## config.mk

```make
export PLATFORM = sky130hd
export DESIGN_NAME = kth_smallest_product_search
export DESIGN_NICKNAME = d
export VERILOG_FILES = /design/src/hw/rtl/ksp_pkg.sv /design/src/hw/rtl/ksp_dp.sv /design/src/hw/rtl/ksp_ctrl.sv /design/src/hw/rtl/kth_smallest_product_search.sv
export VERILOG_INCLUDE_DIRS = /design/src /design/src/hw/rtl
export SDC_FILE = /design/constraint.sdc
export NUM_CORES = 1
export LEC_CHECK = 0
export ABC_AREA = 1
export BUFFER_PORTS_ARGS = -buffer_cell sky130_fd_sc_hd__buf_2
export CORE_MARGIN = 4
export CORE_UTILIZATION = 35
export CTS_CLUSTER_SIZE = 12
export DETAILED_ROUTE_END_ITERATION = 10
export SYNTH_ARGS = -nofsm -noshare
export SYNTH_HDL_FRONTEND = slang
export SYNTH_SLANG_ARGS = --single-unit
```

## constraint.sdc

```tcl
create_clock -name clk -period 9.09 [get_ports clk]
set_input_delay 1.818 -clock clk [delete_from_list [all_inputs] [get_ports clk]]
set_output_delay 1.818 -clock clk [all_outputs]
set_load 0.05 [all_outputs]
```

## src/hw/rtl/kth_smallest_product_search_macros.svh

```systemverilog
// Assertion macros used by the top level of the k-th smallest product search.
// Each macro expects signals named clk and arst_n in the scope where it is used.
`ifndef KTH_SMALLEST_PRODUCT_SEARCH_MACROS_SVH
`define KTH_SMALLEST_PRODUCT_SEARCH_MACROS_SVH

// The consequent must hold in the same cycle as the antecedent.
`define KSP_ASSERT_SAME(label, ante, cons, msg) \
	label: assert property (@(posedge clk) disable iff (!arst_n) (ante) |-> (cons)) \
		else $error(msg);

// The consequent must hold in the cycle after the antecedent.
`define KSP_ASSERT_NEXT(label, ante, cons, msg) \
	label: assert property (@(posedge clk) disable iff (!arst_n) (ante) |=> (cons)) \
		else $error(msg);

`endif

```

## src/hw/rtl/ksp_pkg.sv

```systemverilog
// Package for the k-th smallest product search: widths, controller states,
// and the command and status structs between controller and datapath. No dependencies.
`default_nettype none

package ksp_pkg;

	localparam int unsigned DIM_W   = 11;  // rows and cols ports
	localparam int unsigned RANK_W  = 21;  // rank port
	localparam int unsigned VALUE_W = 21;  // value port
	localparam int unsigned CAND_W  = 22;  // m*n, candidates, counts
	localparam int unsigned PROD_W  = 23;  // running product i*j during the walk
	localparam int unsigned ROW_W   = 12;  // row index, may reach m+1

	localparam int unsigned MAX_DIM_DEF = 1024;

	typedef enum logic [2:0] {
		ST_IDLE,
		ST_SIZE,
		ST_CHECK,
		ST_ROUND,
		ST_WALK,
		ST_FINISH
	} ksp_state_t;

	typedef struct packed {
		logic load;         // capture a request
		logic calc_size;    // register m*n
		logic init_search;  // range check, set lo and hi
		logic start_round;  // pick the midpoint, reset the walk
		logic walk_step;    // one step of the staircase walk
		logic update;       // narrow the search range
		logic out_load;     // write the result register
	} ksp_cmd_t;

	typedef struct packed {
		logic too_big;
		logic search_done;
		logic walk_done;
	} ksp_sts_t;

endpackage

`default_nettype wire

```

## src/hw/rtl/ksp_dp.sv

```systemverilog
// Datapath of the k-th smallest product search: request registers, binary
// search bounds, the division-free counting walk and the result register. Uses ksp_pkg.
`default_nettype none

module ksp_dp #(
	parameter int unsigned MAX_DIM = ksp_pkg::MAX_DIM_DEF
) (
	input  wire logic                         clk,
	input  wire ksp_pkg::ksp_cmd_t            cmd,
	output ksp_pkg::ksp_sts_t                 sts,
	input  wire logic [ksp_pkg::DIM_W-1:0]    rows,
	input  wire logic [ksp_pkg::DIM_W-1:0]    cols,
	input  wire logic [ksp_pkg::RANK_W-1:0]   rank,
	output logic      [ksp_pkg::VALUE_W-1:0]  value,
	output logic                              rank_too_big
);
	import ksp_pkg::*;

	localparam logic [DIM_W-1:0] DIM_CAP =
		(MAX_DIM >= (2 ** DIM_W - 1)) ? {DIM_W{1'b1}} : DIM_W'(MAX_DIM);

	logic [DIM_W-1:0]  m_q, n_q;
	logic [RANK_W-1:0] rank_q;
	logic [CAND_W-1:0] size_q;
	logic              too_big_q;
	logic [CAND_W-1:0] lo_q, hi_q, mid_q;
	logic [ROW_W-1:0]  i_q;
	logic [DIM_W-1:0]  j_q;
	logic [PROD_W-1:0] p_q;
	logic [CAND_W-1:0] cnt_q;

	logic [CAND_W:0]   range_sum;
	logic              too_big_d;
	logic              over;

	assign range_sum = {1'b0, lo_q} + {1'b0, hi_q};
	assign too_big_d = (size_q == '0) || ({1'b0, rank_q} > size_q);
	assign over      = p_q > {1'b0, mid_q};

	assign sts.too_big     = too_big_q;
	assign sts.search_done = lo_q >= hi_q;
	// A row with no column at or below the candidate ends the walk, as do all rows done.
	assign sts.walk_done   = (i_q > {1'b0, m_q}) || (j_q == '0);

	always_ff @(posedge clk) begin
		if (cmd.load) begin
			m_q    <= (rows > DIM_CAP) ? DIM_CAP : rows;
			n_q    <= (cols > DIM_CAP) ? DIM_CAP : cols;
			rank_q <= rank;
		end
		if (cmd.calc_size) begin
			size_q <= CAND_W'(m_q) * CAND_W'(n_q);
		end
		if (cmd.init_search) begin
			too_big_q <= too_big_d;
			lo_q      <= CAND_W'(1);
			hi_q      <= size_q;
		end
		if (cmd.start_round) begin
			mid_q <= range_sum[CAND_W:1];
			i_q   <= ROW_W'(1);
			j_q   <= n_q;
			p_q   <= PROD_W'(n_q);
			cnt_q <= '0;
		end
		// The product i*j is kept up to date by adding a row or taking away a column.
		if (cmd.walk_step) begin
			if (over) begin
				j_q <= j_q - DIM_W'(1);
				p_q <= p_q - PROD_W'(i_q);
			end else begin
				cnt_q <= cnt_q + CAND_W'(j_q);
				i_q   <= i_q + ROW_W'(1);
				p_q   <= p_q + PROD_W'(j_q);
			end
		end
		if (cmd.update) begin
			if (cnt_q >= CAND_W'(rank_q)) begin
				hi_q <= mid_q;
			end else begin
				lo_q <= mid_q + CAND_W'(1);
			end
		end
		if (cmd.out_load) begin
			value        <= too_big_q ? '0 : lo_q[VALUE_W-1:0];
			rank_too_big <= too_big_q;
		end
	end

endmodule

`default_nettype wire

```

## src/hw/rtl/ksp_ctrl.sv

```systemverilog
// Controller of the k-th smallest product search: sequences the search and
// owns the handshake flags. Uses ksp_pkg.
`default_nettype none

module ksp_ctrl (
	input  wire logic               clk,
	input  wire logic               arst_n,
	input  wire logic               in_valid,
	output logic                    in_ready,
	output logic                    out_valid,
	input  wire logic               out_ready,
	input  wire ksp_pkg::ksp_sts_t  sts,
	output ksp_pkg::ksp_cmd_t       cmd
);
	import ksp_pkg::*;

	ksp_state_t state_q, state_d;
	logic       out_valid_q;

	always_ff @(posedge clk or negedge arst_n) begin
		if (!arst_n) begin
			state_q     <= ST_IDLE;
			out_valid_q <= 1'b0;
		end else begin
			state_q <= state_d;
			if (cmd.out_load) begin
				out_valid_q <= 1'b1;
			end else if (out_ready) begin
				out_valid_q <= 1'b0;
			end
		end
	end

	assign out_valid = out_valid_q;
	assign in_ready  = (state_q == ST_IDLE);

	always_comb begin
		state_d = state_q;
		cmd     = '0;
		case (state_q)
			ST_IDLE: begin
				if (in_valid) begin
					cmd.load = 1'b1;
					state_d  = ST_SIZE;
				end
			end
			ST_SIZE: begin
				cmd.calc_size = 1'b1;
				state_d       = ST_CHECK;
			end
			ST_CHECK: begin
				cmd.init_search = 1'b1;
				state_d         = ST_ROUND;
			end
			ST_ROUND: begin
				if (sts.too_big || sts.search_done) begin
					state_d = ST_FINISH;
				end else begin
					cmd.start_round = 1'b1;
					state_d         = ST_WALK;
				end
			end
			ST_WALK: begin
				if (sts.walk_done) begin
					cmd.update = 1'b1;
					state_d    = ST_ROUND;
				end else begin
					cmd.walk_step = 1'b1;
				end
			end
			ST_FINISH: begin
				// Wait only if the previous result is still held and not taken now.
				if (!out_valid_q || out_ready) begin
					cmd.out_load = 1'b1;
					state_d      = ST_IDLE;
				end
			end
			default: begin
				state_d = ST_IDLE;
			end
		endcase
	end

endmodule

`default_nettype wire

```

## src/hw/rtl/kth_smallest_product_search.sv

```systemverilog
// Top level of the k-th smallest product search: controller and datapath.
// Uses ksp_pkg, ksp_ctrl, ksp_dp and kth_smallest_product_search_macros.svh.
//
//   transaction   signals                       handshake
//   request       rows, cols, rank              in_valid / in_ready
//   result        value, rank_too_big           out_valid / out_ready
//
// A request runs R binary search rounds, where R is about log2(m*n), up to 20 at the
// default MAX_DIM; each round is a staircase walk of W <= m + n steps that counts the
// products at or below the candidate, one step a cycle. A request out of range goes
// from the range check straight to the finish state. Reset clears the controller only.
// A new request is taken while a finished result waits in the output register;
// the block stalls at the end of the next search until that result is taken.
`default_nettype none

`include "kth_smallest_product_search_macros.svh"

module kth_smallest_product_search #(
	parameter int unsigned MAX_DIM = ksp_pkg::MAX_DIM_DEF
) (
	input  wire logic                         clk,
	input  wire logic                         arst_n,
	input  wire logic                         in_valid,
	output logic                              in_ready,
	input  wire logic [ksp_pkg::DIM_W-1:0]    rows,
	input  wire logic [ksp_pkg::DIM_W-1:0]    cols,
	input  wire logic [ksp_pkg::RANK_W-1:0]   rank,
	output logic                              out_valid,
	input  wire logic                         out_ready,
	output logic      [ksp_pkg::VALUE_W-1:0]  value,
	output logic                              rank_too_big
);
	import ksp_pkg::*;

	ksp_cmd_t cmd;
	ksp_sts_t sts;

	ksp_ctrl u_ctrl (
		.clk       (clk),
		.arst_n    (arst_n),
		.in_valid  (in_valid),
		.in_ready  (in_ready),
		.out_valid (out_valid),
		.out_ready (out_ready),
		.sts       (sts),
		.cmd       (cmd)
	);

	ksp_dp #(
		.MAX_DIM (MAX_DIM)
	) u_dp (
		.clk          (clk),
		.cmd          (cmd),
		.sts          (sts),
		.rows         (rows),
		.cols         (cols),
		.rank         (rank),
		.value        (value),
		.rank_too_big (rank_too_big)
	);

	`KSP_ASSERT_NEXT(a_busy_after_accept, in_valid && in_ready, !in_ready, "ready after accept")
	`KSP_ASSERT_SAME(a_no_overwrite, cmd.out_load, !out_valid || out_ready, "result overwritten")
	`KSP_ASSERT_SAME(a_flag_zero, out_valid && rank_too_big, value == '0, "flagged value not zero")

endmodule

`default_nettype wire

```

==> reports/results.ini, run 1 <==
[power_and_ir_drop]
leakagePower_nw=11.43
pwr_density_cell_nw_per_um2=106.8
finalPower_mw=2.314
peakVddDrop_uv=135.9

[critical_path]
crit_path_end_kind=flop
slowest_stage=edfxtp_1
crit_buf_inv=4
cp_top_family=adder cells
worst_ep_required_time_ns=9.41
critPathMaxStageDelay_ns=0.73
arrival_ns=5.63
critPathMaxFanout=13
cpMostUsedCell=fa_1
path_class=flop to flop
cp-start-kind=flop
crit_chain=nand2_1 -> inv_1 -> fa_1 -> fa_1 -> fa_1 -> fa_1 -> inv_1 -> fa_1 -> inv_1 -> ha_1 -> nand2_1 -> nor2_1 -> inv_1 -> o21ai_0 -> a21oi_1 -> xnor2_1

[floorplanning]
core_um2=55310
initial_core_util=0.3543
fp-row-count=86
die_h_um=244.6
die_area_um2=59840
io-pin-count=71
die_w_um=244.6

[placement]
portBuffers=70
place_area_um2=20650
gp_congestion=0.9441
dpl.cell_count=3379
pre_cts_ws_ns=3.880
hpwlAfterDp_mm=44.47

[logic_synthesis]
synthFlopType=edfxtp_1
synth_edf_count=133
syn_nets=2960
postSynthAreaPerCell_um2=7.496
yosysWarnings=0
netlist-cell-type-count=50
synth-seq-cells=226
async_flop_share=0.01770
syn_area_um2=19600
yosysSeqAreaShare=0.2999
postSynthCellCount=2614

[worst_hold_path]
hp-class=flop to flop

[grt]
grt_pass1_vias=15990
grt_use_total=0.1842
grt_pass1_wl_mm=87.63
grt_max_degree=55
overflow=0
antenna_found_initial=1

[timing]
setup_viol=0
finalWorstSetupSlack_ns=3.780
relSlewSlack=0.3182
drv_slew=0
tightest_slew_ns=1.023
final_hold_viol_count=0
period_share=0.5842
max_freq_mhz=188.3
rsz0062_at_grt=no
post-route-min-period_ns=5.310
fin_worst_skew_ns=0.02243
fin_setup_tns_ns=0

[detailed_routing]
post_drt_wl_per_cell_um=16.23
viasPerCell=4.869
drt_iter0_markers=1316
drc_errors=0
ant_nets=0
wirelength_mm=55.70
vias=16710
dr.pass1.iters=5

[cells_and_area]
area_growth_pct=10.52
design_area_um2=21660
final_cells=3431
drive_above_1_share=0.05854
final_nets=3007

[clocking]
clk_pin_slew_ns=0.07
cts_tree=done
clockRootBuffer=clkbuf_16
cts_buffers=28
cts.path.max_buffers=3
cts_hold_buf=0
clock-sinks=226
post_cts_resized=0
post-cts-setup-buffers=0
cts_max_level=1
clk_latency_ns=0.59

[flow_run]
maxCapViolCount=0

[status]
status=completed

-- per-layer routing --
layer | vias up | track usage | wire (um)
li1 | 8404 | - | -
met1 | 7670 | 0.2526 | 24960
met2 | 528 | 0.3050 | 25300
met3 | 102 | 0.02523 | 3618
met4 | 2 | 0.05303 | 1797
met5 | - | 0 | 20
-- through the flow --
step | hold slack [ns] | utilization
6_report | 0.4982 | 0.3916
5_1_grt | 0.5277 | 0.3916
4_1_cts | 0.5003 | 0.3915
3_5_place_dp | 0.4909 | 0.3734
3_3_place_gp | 0.4873 | 0.3734
2_1_floorplan | 0.4655 | -
-- final timing paths --
path / startpoint / end / slack, ns / cells after the start
min in group asynchronous: arst_n / u_ctrl.out_valid / 1.03 / 1
worst max-delay path: u_dp.n_q[9] / u_dp.size_q[17] / 3.78 / 16
worst min register to register: u_dp.lo_q[21] / u_dp.lo_q[21] / 0.50 / 2
max in group asynchronous: arst_n / u_ctrl.state_q[1] / 7.94 / 1
worst max register to register: u_dp.n_q[9] / u_dp.size_q[17] / 3.78 / 16
worst min-delay path: u_dp.lo_q[21] / u_dp.lo_q[21] / 0.50 / 2
-- power breakdown --
| group | leakage (nW) | internal, mW | switching (mW) |
|---|---|---|---|
| Combinational | 8.98 | 0.00908 | 0.00915 |
| Clock | 0.487 | 0.742 | 0.478 |
| Sequential | 1.96 | 1.08 | 0.00000000000000000847 |
| Total | 11.4 | 1.83 | 0.488 |
-- final cells by class --
class / count / area (um2)
antenna: 1 / 2.502
clock buffer: 35 / 768.2
clock inverter: 16 / 232.7
fill: 5819 / 33650
inverter: 516 / 1937
multi-input combinational: 1811 / 11490
sequential: 226 / 5876
tap: 748 / 935.9
timing repair buffer: 78 / 410.4
-- worst reg2reg max path, cell delays in order, from the launching register on --
cell      delay [ns]
edfxtp_1        0.73
nand2_1         0.12
inv_1           0.10
fa_1            0.44
fa_1            0.52
fa_1            0.52
fa_1            0.54
inv_1           0.05
fa_1            0.53
inv_1           0.04
ha_1            0.38
nand2_1         0.13
nor2_1          0.17
inv_1           0.05
o21ai_0         0.44
a21oi_1         0.15
xnor2_1         0.15
-- synthesized netlist by cell type, types with 4 or more instances --
master,instances,area (um2)
a21o_1,9,67.56
o21ai_1,18,90.09
clkbuf_1,35,131.4
xor2_1,65,569.3
xnor2_1,18,157.7
o21bai_1,10,75.07
buf_4,6,45.04
a31oi_1,5,31.28
nand3_1,136,680.7
fa_1,83,1662
o21ai_0,143,715.7
buf_2,13,65.06
nor4_1,15,93.84
buf_6,5,56.30
o21ai_2,6,52.55
edfxtp_1,133,3994
nand2_1,638,2395
inv_1,511,1918
o211ai_1,4,30.03
ha_1,216,2703
nand2_2,4,25.02
or2_2,4,25.02
a21oi_1,129,645.6
nand4_1,34,212.7
nor3_1,29,145.1
dfxtp_1,89,1782
dfrtp_1,4,100.1
nand3b_1,4,30.03
nor2_1,206,773.2
inv_2,5,18.77
o21a_1,6,45.04
-- state kept, by name, indices dropped and copies added (netlist names) --
name / count
u_dp.rank_q: 21
u_dp.m_q: 11
u_ctrl.out_valid: 1
u_ctrl.state_q: 3
u_dp.value: 21
u_dp.too_big_q: 1
u_dp.p_q: 23
u_dp.cnt_q: 22
u_dp.mid_q: 22
u_dp.n_q: 11
u_dp.i_q: 12
u_dp.size_q: 22
u_dp.lo_q: 22
u_dp.hi_q: 22
u_dp.j_q: 11
u_dp.rank_too_big: 1
-- layout by cell type, fill, tap and decap left out, types with 3 or more instances in the layout --
cell,instances
a211oi_1,3
o21ai_2,6
nand4_1,34
nand2_1,638
xor2_1,65
nor2_1,203
buf_4,8
o21ai_0,143
a21oi_1,129
nand3b_1,4
o31ai_1,3
edfxtp_1,133
inv_1,511
nor2_2,3
buf_2,70
clkbuf_1,4
o21a_1,6
o21ai_1,18
ha_1,216
clkbuf_16,29
nor3_1,29
nand2_2,4
nand3_1,136
dfrtp_1,4
dfxtp_1,89
nand3_2,3
bufinv_16,5
or2_2,4
nor4_1,15
clkinv_1,3
inv_2,5
nor2_4,3
xnor2_1,18
a31oi_1,5
o21bai_1,10
a21o_1,9
fa_1,83
clkinv_2,5
o211ai_1,4
-- logic make-up after synthesis --
family	share of synthesized area
and+or+nand+nor	0.2322
DFF	0.2999
xor gates and xnor gates	0.03710
buffers and inverters	0.1145
adders and majority gates	0.2227
AOI/OAI and AO/OA	0.09367
(Power assumes the default switching activity.)
==> run 2, diff against run 1 <==
- clock period: 9.09 -> 4.68 ns (I/O delays scaled with it)
==> run 2 against run 1 <==
- cell count increased by 3.0%
- highest routed layer unchanged
- critical path type unchanged
- total power is 95% higher
- routed wire length is 0.15% higher
- fmax grew 14%
- critical endpoint is now u_dp.size_q[15]
- largest power group unchanged
==> reports/results.ini, run 2 (synthesized netlist as in run 1, its figures left out) <==
[clocking]
cts_buffers=28
clk_latency_ns=0.59
clockRootBuffer=clkbuf_16
cts.path.max_buffers=3
cts_max_level=1
clk_pin_slew_ns=0.06
clock-sinks=226
cts_tree=done
cts_hold_buf=0

[grt]
grt_max_degree=54
grt_use_total=0.1821
overflow=0
grt_pass1_vias=16060
grt_pass1_wl_mm=87.43
antenna_found_initial=2

[power_and_ir_drop]
pwr_density_cell_nw_per_um2=197.5
leakagePower_nw=11.98
peakVddDrop_uv=306.9
p_sw_mw=0.9605
power.share.clock=0.529
sw_frac_of_total=0.2130
finalPower_mw=4.509
p_int_mw=3.549
seq_power_share=0.463
combPwrFrac=0.008

[detailed_routing]
wirelength_mm=55.78
post_drt_wl_per_cell_um=15.78
dr.pass1.iters=5
drc_errors=0
viasPerCell=4.786
ant_nets=0
vias=16920
drt_iter0_markers=1287

[cells_and_area]
drive_above_1_share=0.1188
largest_register=u_dp.p_q
finalCoreUtilization=0.4128
area_growth_pct=16.51
final_nets=3112
largest_reg_flops=23
final_cells=3535
diodes=0
final_cell_mix=nand2_1 (624), inv_1 (497), ha_1 (203)
design_area_um2=22830
mostFrequentLayoutCell=nand2_1

[placement]
hpwlAfterDp_mm=44.29
dpl.cell_count=3456
portBuffers=70
pre_cts_ws_ns=-0.1417
place_area_um2=21250
gp_congestion=0.9230

[timing]
post-route-min-period_ns=4.664
drv_slew=0
max_freq_mhz=214.4
fin_worst_skew_ns=0.01635
rsz0062_at_grt=yes
holdWs_ns=0.1379
relSlewSlack=0.3596
finalWorstSetupSlack_ns=0.01567
final_hold_viol_count=0
fin_setup_tns_ns=0
period_share=0.9967
tightest_slew_ns=0.9595
setup_viol=0

[floorplanning]
die_area_um2=59840
fp-row-count=86
die_w_um=244.6
initial_core_util=0.3543
core_um2=55310
io-pin-count=71
die_h_um=244.6

[worst_hold_path]
hp-class=input port to async pin

[critical_path]
endpoint=u_dp.size_q[15]
arrival_ns=5.01
worst_r2r_startpoint=u_dp.n_q[2]
cpMostUsedCell=fa_1
crit_path_end_kind=flop
reg2reg_to=u_dp.size_q[15]
reg2reg_slack_ns=0.02
slowest_stage=fa_1
critPathMaxStageDelay_ns=0.54
path_class=flop to flop
cp-start-kind=flop
critPathMaxFanout=6
worst_ep_required_time_ns=5.03
cp-startpoint=u_dp.n_q[2]
reg2reg_depth=21
crit_chain=buf_6 -> buf_6 -> nand2_1 -> inv_1 -> fa_1 -> ha_2 -> fa_1 -> inv_2 -> fa_1 -> fa_1 -> inv_2 -> ha_4 -> a21oi_2 -> o21ai_1 -> buf_4 -> a21oi_2 -> buf_4 -> o21ai_4 -> nand3_2 -> nand2_2 -> xor2_1

[flow_run]
maxCapViolCount=0

[status]
status=completed

[run 2: worst min path at each step]
stage	slack, ns	to	depth (start not counted)
after global placement	0.50	u_dp.cnt_q[0]	2
after CTS	0.11	u_ctrl.out_valid	1
after global routing	0.12	u_ctrl.state_q[1]	1
final	0.14	u_ctrl.out_valid	1
after floorplan	0.47	u_dp.lo_q[21]	2
after detailed placement	0.51	u_dp.lo_q[21]	2
[run 2: cell type report]
cell class              instances  area (um2)
fillers                      5735       32480
inverters                     516        1937
flip-flops and latches        226        5876
well taps                     748       935.9
clock buffers                  30       718.2
repair buffers                183        1252
multi-input cells            1811       11830
clock inverters                21       284.0
[run 2: repair_timing]
action | 4_1_cts | 5_1_grt
pin swaps | 15 | 43
buffers inserted | 8 | 20
gates resized for setup | 24 | 68
setup endpoints to repair | 12 | 13
[run 2: power by group through the flow]
stage | combinational (mW) | sequential [mW] | clock, mW
after floorplan | 0.0108 | 2.13 | 0
after global placement | 0.0368 | 2.13 | 0
after detailed placement | 0.0362 | 2.13 | 0
after CTS | 0.0365 | 2.09 | 2.43
after global routing | 0.0407 | 2.09 | 2.50
final | 0.0360 | 2.09 | 2.38
[run 2: per-layer routing]
metal	track usage	share of wire
met1	0.2526	0.46
met2	0.2896	0.44
met3	0.03496	0.068
met4	0.05437	0.034
met5	0	0.00041
[run 2: worst max-delay path, delay by kind of cell, from the launching register on]
family / cells / cell delay (ns)
adder cells (fa/ha/maj): 6 / 2.44
buffers and inverters: 7 / 0.71
flip-flops: 1 / 0.51
AO/OA/AOI/OAI: 4 / 0.44
AND/OR/NAND/NOR: 3 / 0.18
XOR/XNOR: 1 / 0.14
